<file path="src/hdl/windowed_jerk_estimator_top_macros.svh">
// assertion macros for the windowed jerk estimator
// expects clk and rst_n in the scope of use
`ifndef WINDOWED_JERK_ESTIMATOR_TOP_MACROS_SVH
`define WINDOWED_JERK_ESTIMATOR_TOP_MACROS_SVH

// same-cycle implication
`define WJE_ASSERT_NOW(label, ante, cons, msg) \
    label: assert property (@(posedge clk) disable iff (!rst_n) (ante) |-> (cons)) \
        else $error(msg);

// next-cycle implication
`define WJE_ASSERT_NEXT(label, ante, cons, msg) \
    label: assert property (@(posedge clk) disable iff (!rst_n) (ante) |=> (cons)) \
        else $error(msg);

`endif

</file>
<file path="src/hdl/wje_pkg.sv">
// shared types and constants for the windowed jerk estimator
// no dependencies
package wje_pkg;

    localparam int unsigned CHANNELS  = 2;
    localparam int unsigned CH_W      = (CHANNELS > 1) ? $clog2(CHANNELS) : 1;
    localparam int unsigned DIV_STEPS = 32;
    localparam int unsigned DIV_CNT_W = $clog2(DIV_STEPS);
    localparam int unsigned CFG_IDX_W = 1;
    localparam int unsigned CFG_DATA_W = 24;

    localparam logic [CFG_IDX_W-1:0] REG_WINDOW_TICKS     = CFG_IDX_W'(0);
    localparam logic [CFG_IDX_W-1:0] REG_TICKS_PER_SECOND = CFG_IDX_W'(1);

    localparam logic [15:0] WINDOW_TICKS_RST     = 16'd50;
    localparam logic [23:0] TICKS_PER_SECOND_RST = 24'd200000;

    localparam logic signed [31:0] JERK_MAX = 32'sh7fff_ffff;
    localparam logic signed [31:0] JERK_MIN = 32'sh8000_0000;

    typedef struct packed {
        logic [0:0]         channel;
        logic signed [31:0] sample;
        logic [31:0]        timestamp;
    } wje_in_t;

    typedef struct packed {
        logic signed [31:0] jerk;
        logic               fresh;
    } wje_out_t;

    typedef struct packed {
        logic signed [31:0] prev_sample;
        logic [39:0]        diff_sum;
        logic [31:0]        window_start;
        logic signed [31:0] held_jerk;
    } wje_entry_t;

    typedef enum logic [3:0] {
        ST_IDLE,
        ST_CALC,
        ST_ABS,
        ST_MUL_LO,
        ST_MUL_HI,
        ST_CHECK,
        ST_DIV,
        ST_FIN,
        ST_EMIT
    } wje_state_t;

endpackage

</file>
<file path="src/hdl/windowed_jerk_estimator_top.sv">
// windowed jerk estimator: per-channel state memory, serial multiply and divide
// depends on wje_pkg and windowed_jerk_estimator_top_macros.svh
`include "windowed_jerk_estimator_top_macros.svh"

// One sample word is taken at a time; sample_stall stays high until the result of the
// previous word has been handed to the output register. A word that only arms its channel
// or repeats the held estimate goes from CALC straight to EMIT. A word
// that closes a window goes through state memory read, difference sum, magnitude, a
// multiply split into two 20x24 partial products, an overflow check and a 32-step restoring
// divide by the elapsed tick count, one quotient bit per cycle, skipped when the estimate
// saturates. The output register lets a new word be accepted while a result waits. There is
// no clearing pass after reset: per-channel armed flags mark entries that hold no state yet.
module windowed_jerk_estimator_top (
    input  logic                               clk,
    input  logic                               rst_n,
    input  logic                               sample_valid,
    output logic                               sample_stall,
    input  wje_pkg::wje_in_t                   sample_word,
    output logic                               result_valid,
    input  logic                               result_stall,
    output wje_pkg::wje_out_t                  result_word,
    input  logic                               cfg_we,
    input  logic [wje_pkg::CFG_IDX_W-1:0]      cfg_index,
    input  logic [wje_pkg::CFG_DATA_W-1:0]     cfg_data
);

    wje_pkg::wje_state_t             state_reg, state_next;
    logic [wje_pkg::CHANNELS-1:0]    armed_reg, armed_next;
    logic                            result_valid_reg, result_valid_next;
    wje_pkg::wje_out_t               result_word_reg, result_word_next;
    logic [15:0]                     window_ticks_reg;
    logic [23:0]                     ticks_per_second_reg;

    wje_pkg::wje_in_t                item_reg, item_next;
    wje_pkg::wje_entry_t             entry_reg, entry_next;
    wje_pkg::wje_out_t               pend_reg, pend_next;
    logic                            write_reg, write_next;
    logic [31:0]                     elapsed_reg, elapsed_next;
    logic                            neg_reg, neg_next;
    logic [39:0]                     mag_reg, mag_next;
    logic [63:0]                     prod_reg, prod_next;
    logic [31:0]                     rem_reg, rem_next;
    logic [31:0]                     lo_reg, lo_next;
    logic [31:0]                     quo_reg, quo_next;
    logic [wje_pkg::DIV_CNT_W-1:0]   div_cnt_reg, div_cnt_next;

    wje_pkg::wje_entry_t             mem [wje_pkg::CHANNELS];
    wje_pkg::wje_entry_t             rd_data_reg;
    logic                            mem_we;

    logic                            accept;
    logic [wje_pkg::CH_W-1:0]        ch_idx;
    logic                            bad_ch;
    logic                            ch_armed;
    logic signed [31:0]              rd_held;
    logic [32:0]                     diff;
    logic [39:0]                     sum_new;
    logic [31:0]                     elapsed;
    logic [15:0]                     thr;
    logic [43:0]                     pp;
    logic [32:0]                     trial;
    logic                            ge;
    logic signed [31:0]              est;

    assign accept       = sample_valid && !sample_stall;
    assign sample_stall = (state_reg != wje_pkg::ST_IDLE);
    assign result_valid = result_valid_reg;
    assign result_word  = result_word_reg;

    assign ch_idx   = wje_pkg::CH_W'(item_reg.channel);
    assign bad_ch   = (32'(item_reg.channel) >= wje_pkg::CHANNELS);
    assign ch_armed = !bad_ch && armed_reg[ch_idx];
    assign rd_held  = ch_armed ? rd_data_reg.held_jerk : 32'sd0;

    // state memory, one entry per channel
    always_ff @(posedge clk)
    begin
        if (mem_we)
        begin
            mem[ch_idx] <= entry_reg;
        end
        if (accept)
        begin
            rd_data_reg <= mem[wje_pkg::CH_W'(sample_word.channel)];
        end
    end

    always_ff @(posedge clk or negedge rst_n)
    begin
        if (!rst_n)
        begin
            state_reg        <= wje_pkg::ST_IDLE;
            armed_reg        <= '0;
            result_valid_reg <= 1'b0;
        end
        else
        begin
            state_reg        <= state_next;
            armed_reg        <= armed_next;
            result_valid_reg <= result_valid_next;
        end
    end

    always_ff @(posedge clk or negedge rst_n)
    begin
        if (!rst_n)
        begin
            window_ticks_reg     <= wje_pkg::WINDOW_TICKS_RST;
            ticks_per_second_reg <= wje_pkg::TICKS_PER_SECOND_RST;
        end
        else if (cfg_we)
        begin
            case (cfg_index)
                wje_pkg::REG_WINDOW_TICKS:     window_ticks_reg     <= cfg_data[15:0];
                wje_pkg::REG_TICKS_PER_SECOND: ticks_per_second_reg <= cfg_data[23:0];
                default: ;
            endcase
        end
    end

    always_ff @(posedge clk)
    begin
        result_word_reg <= result_word_next;
        item_reg        <= item_next;
        entry_reg       <= entry_next;
        pend_reg        <= pend_next;
        write_reg       <= write_next;
        elapsed_reg     <= elapsed_next;
        neg_reg         <= neg_next;
        mag_reg         <= mag_next;
        prod_reg        <= prod_next;
        rem_reg         <= rem_next;
        lo_reg          <= lo_next;
        quo_reg         <= quo_next;
        div_cnt_reg     <= div_cnt_next;
    end

    always_comb
    begin
        state_next        = state_reg;
        armed_next        = armed_reg;
        result_valid_next = result_valid_reg;
        result_word_next  = result_word_reg;
        item_next         = item_reg;
        entry_next        = entry_reg;
        pend_next         = pend_reg;
        write_next        = write_reg;
        elapsed_next      = elapsed_reg;
        neg_next          = neg_reg;
        mag_next          = mag_reg;
        prod_next         = prod_reg;
        rem_next          = rem_reg;
        lo_next           = lo_reg;
        quo_next          = quo_reg;
        div_cnt_next      = div_cnt_reg;
        mem_we            = 1'b0;

        diff    = {item_reg.sample[31], item_reg.sample}
                - {rd_data_reg.prev_sample[31], rd_data_reg.prev_sample};
        sum_new = rd_data_reg.diff_sum + {{7{diff[32]}}, diff};
        elapsed = item_reg.timestamp - rd_data_reg.window_start;
        thr     = (window_ticks_reg == 16'd0) ? 16'd1 : window_ticks_reg;
        pp      = '0;
        trial   = {rem_reg, lo_reg[31]};
        ge      = (trial >= {1'b0, elapsed_reg});
        est     = neg_reg ? -$signed(quo_reg) : $signed(quo_reg);

        if (result_valid_reg && !result_stall)
        begin
            result_valid_next = 1'b0;
        end

        case (state_reg)
            wje_pkg::ST_IDLE:
            begin
                if (sample_valid)
                begin
                    item_next  = sample_word;
                    state_next = wje_pkg::ST_CALC;
                end
            end
            wje_pkg::ST_CALC:
            begin
                pend_next.jerk  = rd_held;
                pend_next.fresh = 1'b0;
                write_next      = 1'b0;
                state_next      = wje_pkg::ST_EMIT;
                if (bad_ch)
                begin
                    pend_next.jerk = 32'sd0;
                end
                else if (!ch_armed)
                begin
                    // first word of the channel opens the window
                    entry_next.prev_sample  = item_reg.sample;
                    entry_next.diff_sum     = '0;
                    entry_next.window_start = item_reg.timestamp;
                    entry_next.held_jerk    = rd_held;
                    write_next              = 1'b1;
                end
                else
                begin
                    entry_next.prev_sample  = item_reg.sample;
                    entry_next.diff_sum     = sum_new;
                    entry_next.window_start = rd_data_reg.window_start;
                    entry_next.held_jerk    = rd_held;
                    elapsed_next            = elapsed;
                    write_next              = 1'b1;
                    if (elapsed >= {16'd0, thr})
                    begin
                        entry_next.window_start = item_reg.timestamp;
                        state_next              = wje_pkg::ST_ABS;
                    end
                end
            end
            wje_pkg::ST_ABS:
            begin
                neg_next   = entry_reg.diff_sum[39];
                mag_next   = entry_reg.diff_sum[39] ? (40'd0 - entry_reg.diff_sum)
                                                    : entry_reg.diff_sum;
                state_next = wje_pkg::ST_MUL_LO;
            end
            wje_pkg::ST_MUL_LO:
            begin
                pp         = mag_reg[19:0] * ticks_per_second_reg;
                prod_next  = {20'd0, pp};
                state_next = wje_pkg::ST_MUL_HI;
            end
            wje_pkg::ST_MUL_HI:
            begin
                pp         = mag_reg[39:20] * ticks_per_second_reg;
                prod_next  = prod_reg + {pp, 20'd0};
                state_next = wje_pkg::ST_CHECK;
            end
            wje_pkg::ST_CHECK:
            begin
                // quotient of 2^31 or more saturates either way
                if (prod_reg >= {1'b0, elapsed_reg, 31'd0})
                begin
                    pend_next.jerk       = neg_reg ? wje_pkg::JERK_MIN : wje_pkg::JERK_MAX;
                    pend_next.fresh      = 1'b1;
                    entry_next.held_jerk = neg_reg ? wje_pkg::JERK_MIN : wje_pkg::JERK_MAX;
                    entry_next.diff_sum  = '0;
                    state_next           = wje_pkg::ST_EMIT;
                end
                else
                begin
                    rem_next     = prod_reg[63:32];
                    lo_next      = prod_reg[31:0];
                    quo_next     = '0;
                    div_cnt_next = wje_pkg::DIV_CNT_W'(wje_pkg::DIV_STEPS - 1);
                    state_next   = wje_pkg::ST_DIV;
                end
            end
            wje_pkg::ST_DIV:
            begin
                rem_next     = ge ? 32'(trial - {1'b0, elapsed_reg}) : trial[31:0];
                lo_next      = {lo_reg[30:0], 1'b0};
                quo_next     = {quo_reg[30:0], ge};
                div_cnt_next = div_cnt_reg - 1'b1;
                if (div_cnt_reg == '0)
                begin
                    state_next = wje_pkg::ST_FIN;
                end
            end
            wje_pkg::ST_FIN:
            begin
                pend_next.jerk       = est;
                pend_next.fresh      = 1'b1;
                entry_next.held_jerk = est;
                entry_next.diff_sum  = '0;
                state_next           = wje_pkg::ST_EMIT;
            end
            wje_pkg::ST_EMIT:
            begin
                if (!result_valid_reg || !result_stall)
                begin
                    result_valid_next = 1'b1;
                    result_word_next  = pend_reg;
                    mem_we            = write_reg;
                    if (write_reg)
                    begin
                        armed_next[ch_idx] = 1'b1;
                    end
                    state_next = wje_pkg::ST_IDLE;
                end
            end
            default:
            begin
                state_next = wje_pkg::ST_IDLE;
            end
        endcase
    end

    `WJE_ASSERT_NEXT(a_accept_to_calc, accept, state_reg == wje_pkg::ST_CALC, "accept did not start work")
    `WJE_ASSERT_NOW(a_rem_below_div, state_reg == wje_pkg::ST_DIV, rem_reg < elapsed_reg, "divider remainder out of range")
    `WJE_ASSERT_NEXT(a_div_ends, (state_reg == wje_pkg::ST_DIV) && (div_cnt_reg == '0), state_reg == wje_pkg::ST_FIN, "divider overran")
    `WJE_ASSERT_NEXT(a_write_with_result, mem_we, result_valid, "state written without a result")

endmodule
</file>
<file path="config.mk">
export PLATFORM = sky130hd
export DESIGN_NAME = windowed_jerk_estimator_top
export DESIGN_NICKNAME = d
export VERILOG_FILES = /design/src/hdl/wje_pkg.sv /design/src/hdl/windowed_jerk_estimator_top.sv
export VERILOG_INCLUDE_DIRS = /design/src /design/src/hdl
export SDC_FILE = /design/constraint.sdc
export NUM_CORES = 2
export LEC_CHECK = 0
export BUFFER_PORTS_ARGS = -buffer_cell sky130_fd_sc_hd__buf_2
export CAP_MARGIN = 15
export CELL_PAD_IN_SITES_DETAIL_PLACEMENT = 0
export CELL_PAD_IN_SITES_GLOBAL_PLACEMENT = 1
export CORE_ASPECT_RATIO = 0.6
export CORE_UTILIZATION = 53
export CTS_BUF_LIST = sky130_fd_sc_hd__clkbuf_8 sky130_fd_sc_hd__clkbuf_16
export DETAILED_ROUTE_END_ITERATION = 8
export GPL_TIMING_DRIVEN = 0
export HOLD_SLACK_MARGIN = 0.1
export PLACE_DENSITY_LB_ADDON = 0.08
export SLEW_MARGIN = 20
export SYNTH_ARGS = -nofsm -noshare
export SYNTH_HDL_FRONTEND = slang
export SYNTH_SLANG_ARGS = --single-unit
</file>
<file path="constraint.sdc">
create_clock -name clk -period 10.6 [get_ports clk]
set_input_delay 2.12 -clock clk [delete_from_list [all_inputs] [get_ports clk]]
set_output_delay 2.12 -clock clk [all_outputs]
set_load 0.01 [all_outputs]
</file>
Yosys cells after proc, flatten, opt, wreduce, memory -nomap -nowiden --
Memory sizes are Yosys's and may differ from the RTL's. A register that Yosys moved wholly into a read port is not among the register bits. Cells that the tools add are included.
Cells by class: add/subtract/negate cells 8, $mul 2, div/mod/pow operators 0, order comparisons 5, equal/unequal tests 13, shifts and indexed selects 0, multiplexer cells 41, bitwise gates (word level) 2, reduce and logical (&&, ||, !) cells 22
Operator list (number):
- $mux 32 | 9
- $pmux 32 s2 | 3
- $pmux 64 s2 | 1
- $pmux 40 s3 | 1
- $mux 104 | 1
- $pmux 33 s3 | 1
- $pmux 32 s3 | 1
- $mul 20x24->44 | 2
- $add 64x64->64 | 1
- $ge 64x63->1 | 1
- $sub 32x32->32 | 2
- $add 40x40->40 | 1
- $mux 40 | 1
- $sub 1x40->40 const A | 1
- $mux 39 | 1
- $pmux 4 s9 | 1
- $ge 33x32->1 | 1
- $mux 33 | 1
- $sub 32x32->33 | 1
- $ge 32x16->1 | 1
- $neg 32->32 | 1
- $mux 4 | 6
- $eq 4x3->1 const B | 4
- $logic_not 16->1 | 1
- 24 further kinds | 49
Word-level totals: register bits after elaboration 552, bits in latches 0, memory bits (writable) 272, ROM bits 0, bits of input ports 95, output and inout port bits 35, word-level logic and storage cells 119, memories 1
Memories:
- mem | words 2, bits a word 136, rd ports 1, clocked after memory_dff 1, wr ports 1, line windowed_jerk_estimator_top.sv:47 | wje_pkg::wje_entry_t mem [wje_pkg::CHANNELS];

Depth between registers and ports, before layout --
depth after elaboration 6, gate-level depth with buffers 37, mapped depth without buffers 35

Worst setup path after synthesis --
OpenSTA, ideal clock, no wires.
kind in2reg, start input result_stall, end register armed_reg[0] in the netlist's numbering, library setup time 0.103 ns, arrival 10.500 ns, setup slack -0.003 ns, cell stages on the path 3, cells stage by stage a21oi_1 > nor2b_1 > or2_2
Between the ends: longest elaborated chain between the ends 3
RTL lines:
- start: declaration | line windowed_jerk_estimator_top.sv:20 | input logic result_stall,
- $logic_not 1->1 | line windowed_jerk_estimator_top.sv:276 | if (!result_valid_reg || !result_stall)
- $logic_or 1x1->1 | line windowed_jerk_estimator_top.sv:276
- $reduce_and 2->1 (no source line)
- end signal: assignment | line windowed_jerk_estimator_top.sv:99 | armed_reg <= armed_next;
- end: declaration | line windowed_jerk_estimator_top.sv:28 | logic [wje_pkg::CHANNELS-1:0] armed_reg, armed_next;
Every way passes these cells. A chain may end at the register's enable or synchronous reset.

Final worst setup path --
start register mag_reg[26], end register prod_reg[61], data pin
Between the ends: longest elaborated chain between the ends 3
RTL lines:
- start: declaration | line windowed_jerk_estimator_top.sv:40 | logic [39:0] mag_reg, mag_next;
- start signal: assignment | line windowed_jerk_estimator_top.sv:130 | mag_reg <= mag_next;
- $mul 20x24->44 | line windowed_jerk_estimator_top.sv:231 | pp = mag_reg[39:20] * ticks_per_second_reg;
- $add 64x64->64 | line windowed_jerk_estimator_top.sv:232 | prod_next = prod_reg + {pp, 20'd0};
- $pmux 64 s2 | line windowed_jerk_estimator_top.sv:173 | case (state_reg)
- end signal: assignment | line windowed_jerk_estimator_top.sv:131 | prod_reg <= prod_next;
- end: declaration | line windowed_jerk_estimator_top.sv:41 | logic [63:0] prod_reg, prod_next;
Every way passes these cells.

==> metrics.txt <==
# rows=~110; Syn Area/Cell=roughly 11 µm²; crit path kind=flop to flop; sequential cell area fraction in the yosys report=0.364; Routed wire per std cell=25.8 µm; sum of routed wire length over all layers=between 200 and 250 mm; final critical-path share of the clock period=0.978; highest cell delay on the worst timing path=0.67 ns; CP Data Arrival Time=10.82 ns; clock root cell=clkbuf_16; Total GRT Usage=0.334; Syn-to-layout area delta=9.34%; master of the slowest instance on the critical path=clkbuf_1; flip-flop cell with the highest count after synthesis=edfxtp_1; footprint of the flip-flops and latches=27600 µm²; maximum clock insertion buffer count=3; final number of hold-violating endpoints=0; maximum fanout along the worst path=10; worst hold path cell count=0; number of nets produced by synthesis=around 8500; fraction of final layout cells with drive strength greater than 1=0.0827; worst reg-to-reg path cell count=32; area occupied by multi-input gates=43400 µm²; largest clock skew in the final design=0.0319 ns; vias in the first global route=52363; class of the worst hold path=flop to flop; Die Wd=490 µm; flop and latch count out of synthesis=928; cell types with the largest area share after synthesis=edfxtp_1, fa_1, ha_1; number of maximum-capacitance constraint violations=0; detailed-route vias per instance=5.87; post-route core utilization=0.584; outcome=complete, no violations; Final setup viols=0; number of instances in the synthesized netlist=7039; iteration count of the initial detailed-routing pass=6; worst path required time=11.06 ns; GRT overflow=0; area share of the largest cell type after synthesis=0.349; estimated wirelength of the detail-placed design=193 mm; transition time at the pin with the least slew margin=roughly 1.3 ns; number of library cell types mapped by synthesis=82; DRC viols=0; final worst path period need=a little over 10 ns; area of the mapped netlist=75800 µm²; total CTS buffers=89; leading area contributor after synthesis=edfxtp_1; Yosys warning total=0; most common cell type on the critical path=fa_1; die span in y=295 µm; number of antenna violations at the first check in global routing=39; final slew viol count=0; number of nets at the end of the flow=8717; via count=54475; nature of the critical path endpoint=flop; drt initial violations=6352; clock-pin slew reported for the worst setup and hold paths after clock tree synthesis=0.07 ns; DRT antenna net count=0; largest net degree at the start of global routing=52; normalized max-slew margin=0.161; Max Clock Freq=roughly 96 MHz; clock latency of the later-clocked register in the worst-skew pair=around 0.72 ns; number of enable-type register cells in the synthesized netlist=881; Final GP Congestion=roughly 0.99; flip-flop count of the largest register, all copies and words added=272; filler cell count in the final layout=about 12000; cts-stage hold buffer count=0; ys async rst share=0.0506; total I/O pin count=130; first-pass GRT wire length=353 mm; overall die area=145000 µm²; Clock H-tree levels=3; post-route setup TNS=0 ns; top cells by count, synth=inv_1, nand2_1, edfxtp_1; clock sink count=928; initial core utilization=0.534; count of input and output buffers=between 100 and 150; total core area=142000 µm²; Critical Path Source Type=flop; most used standard cell by instance count after synthesis=inv_1; CTS tree=done
[area by class of cell]
| cell class | instances | share of cell area |
|---|---|---|
| sequential | 928 | 0.333 |
| tap | 1907 | 0.0288 |
| buffer | 298 | 0.0150 |
| clock inverter | 72 | 0.0101 |
| clock buffer | 90 | 0.0270 |
| inverter | 1009 | 0.0457 |
| multi-input combinational | 4803 | 0.524 |
| antenna | 13 | 0.000392 |
| timing repair buffer | 165 | 0.0162 |
[cells in the final DEF, fill, tap and decap left out, drive strengths merged, types with 217 or more instances in the layout]
master  instances
inv          1031
nand2         887
edfxtp        881
fa            789
ha            539
and2          456
clkbuf        364
a21oi         314
o21ai         252
nor2          217
[layer usage]
metal / global-route usage / part of all wire
met5: 0.00390 / 0.00079
met4: 0.0516 / 0.015
met3: 0.112 / 0.13
met2: 0.421 / 0.37
met1: 0.546 / 0.48
[critical path, delay by kind of cell (launching register included)]
kind                     cells  cell delay, ns
AO/OA/AOI/OAI                9            2.20
XOR/XNOR                     1            0.20
adder cells (fa/ha/maj)      9            4.33
buffers and inverters        4            0.85
flip-flops                   1            0.60
multiplexers                 1            0.24
AND/OR/NAND/NOR              8            1.69
[stage by stage]
stage / cells / cell area [µm²] / hold WS (ns) / worst slack, ns
after floorplan: 7039 / 75900 / 0.400 / 2.14
after global placement: 9075 / 78900 / 0.404 / -2.74
after detailed placement: 9103 / 79600 / 0.413 / -0.787
after CTS: 9265 / 82700 / 0.429 / 0.00645
after global routing: 9274 / 82900 / 0.442 / -0.0429
final: 9285 / 82900 / 0.426 / 0.233
[logic make-up after synthesis]
logic type / Yosys count / synth area share
mux: 209 / 0.0308
xor+xnor: 284 / 0.0328
buf+inv: 1308 / 0.0649
flops: 928 / 0.364
simple gates: 1964 / 0.126
fa+ha+maj: 1328 / 0.297
compound gates: 1018 / 0.0841
[path summary, 6_finish.rpt]
check / start / to / slack, ns
max: mag_reg[26]$_DFFE_PP_ / prod_reg[61]$_SDFFCE_PN0P_ / 0.23
min: pend_reg[0]$_DFFE_PP_ / result_word[0]$_DFFE_PP_ / 0.43
max reg2reg: mag_reg[26]$_DFFE_PP_ / prod_reg[61]$_SDFFCE_PN0P_ / 0.23
min reg2reg: pend_reg[0]$_DFFE_PP_ / result_word[0]$_DFFE_PP_ / 0.43
max in group asynchronous: rst_n / ticks_per_second_reg[21]$_DFFE_PN0P_ / 8.57
min in group asynchronous: rst_n / armed_reg[0]$_DFFE_PN0P_ / 1.45
[timing repair]
action	in CTS	in global routing
pin swaps	0	2
setup endpoints to repair	13	13
setup buffers	0	8
resized for setup	26	121
Power is left out: the tool's default activity adds up to more than one toggle a clock period on the data nets, which glitch-free logic cannot reach.
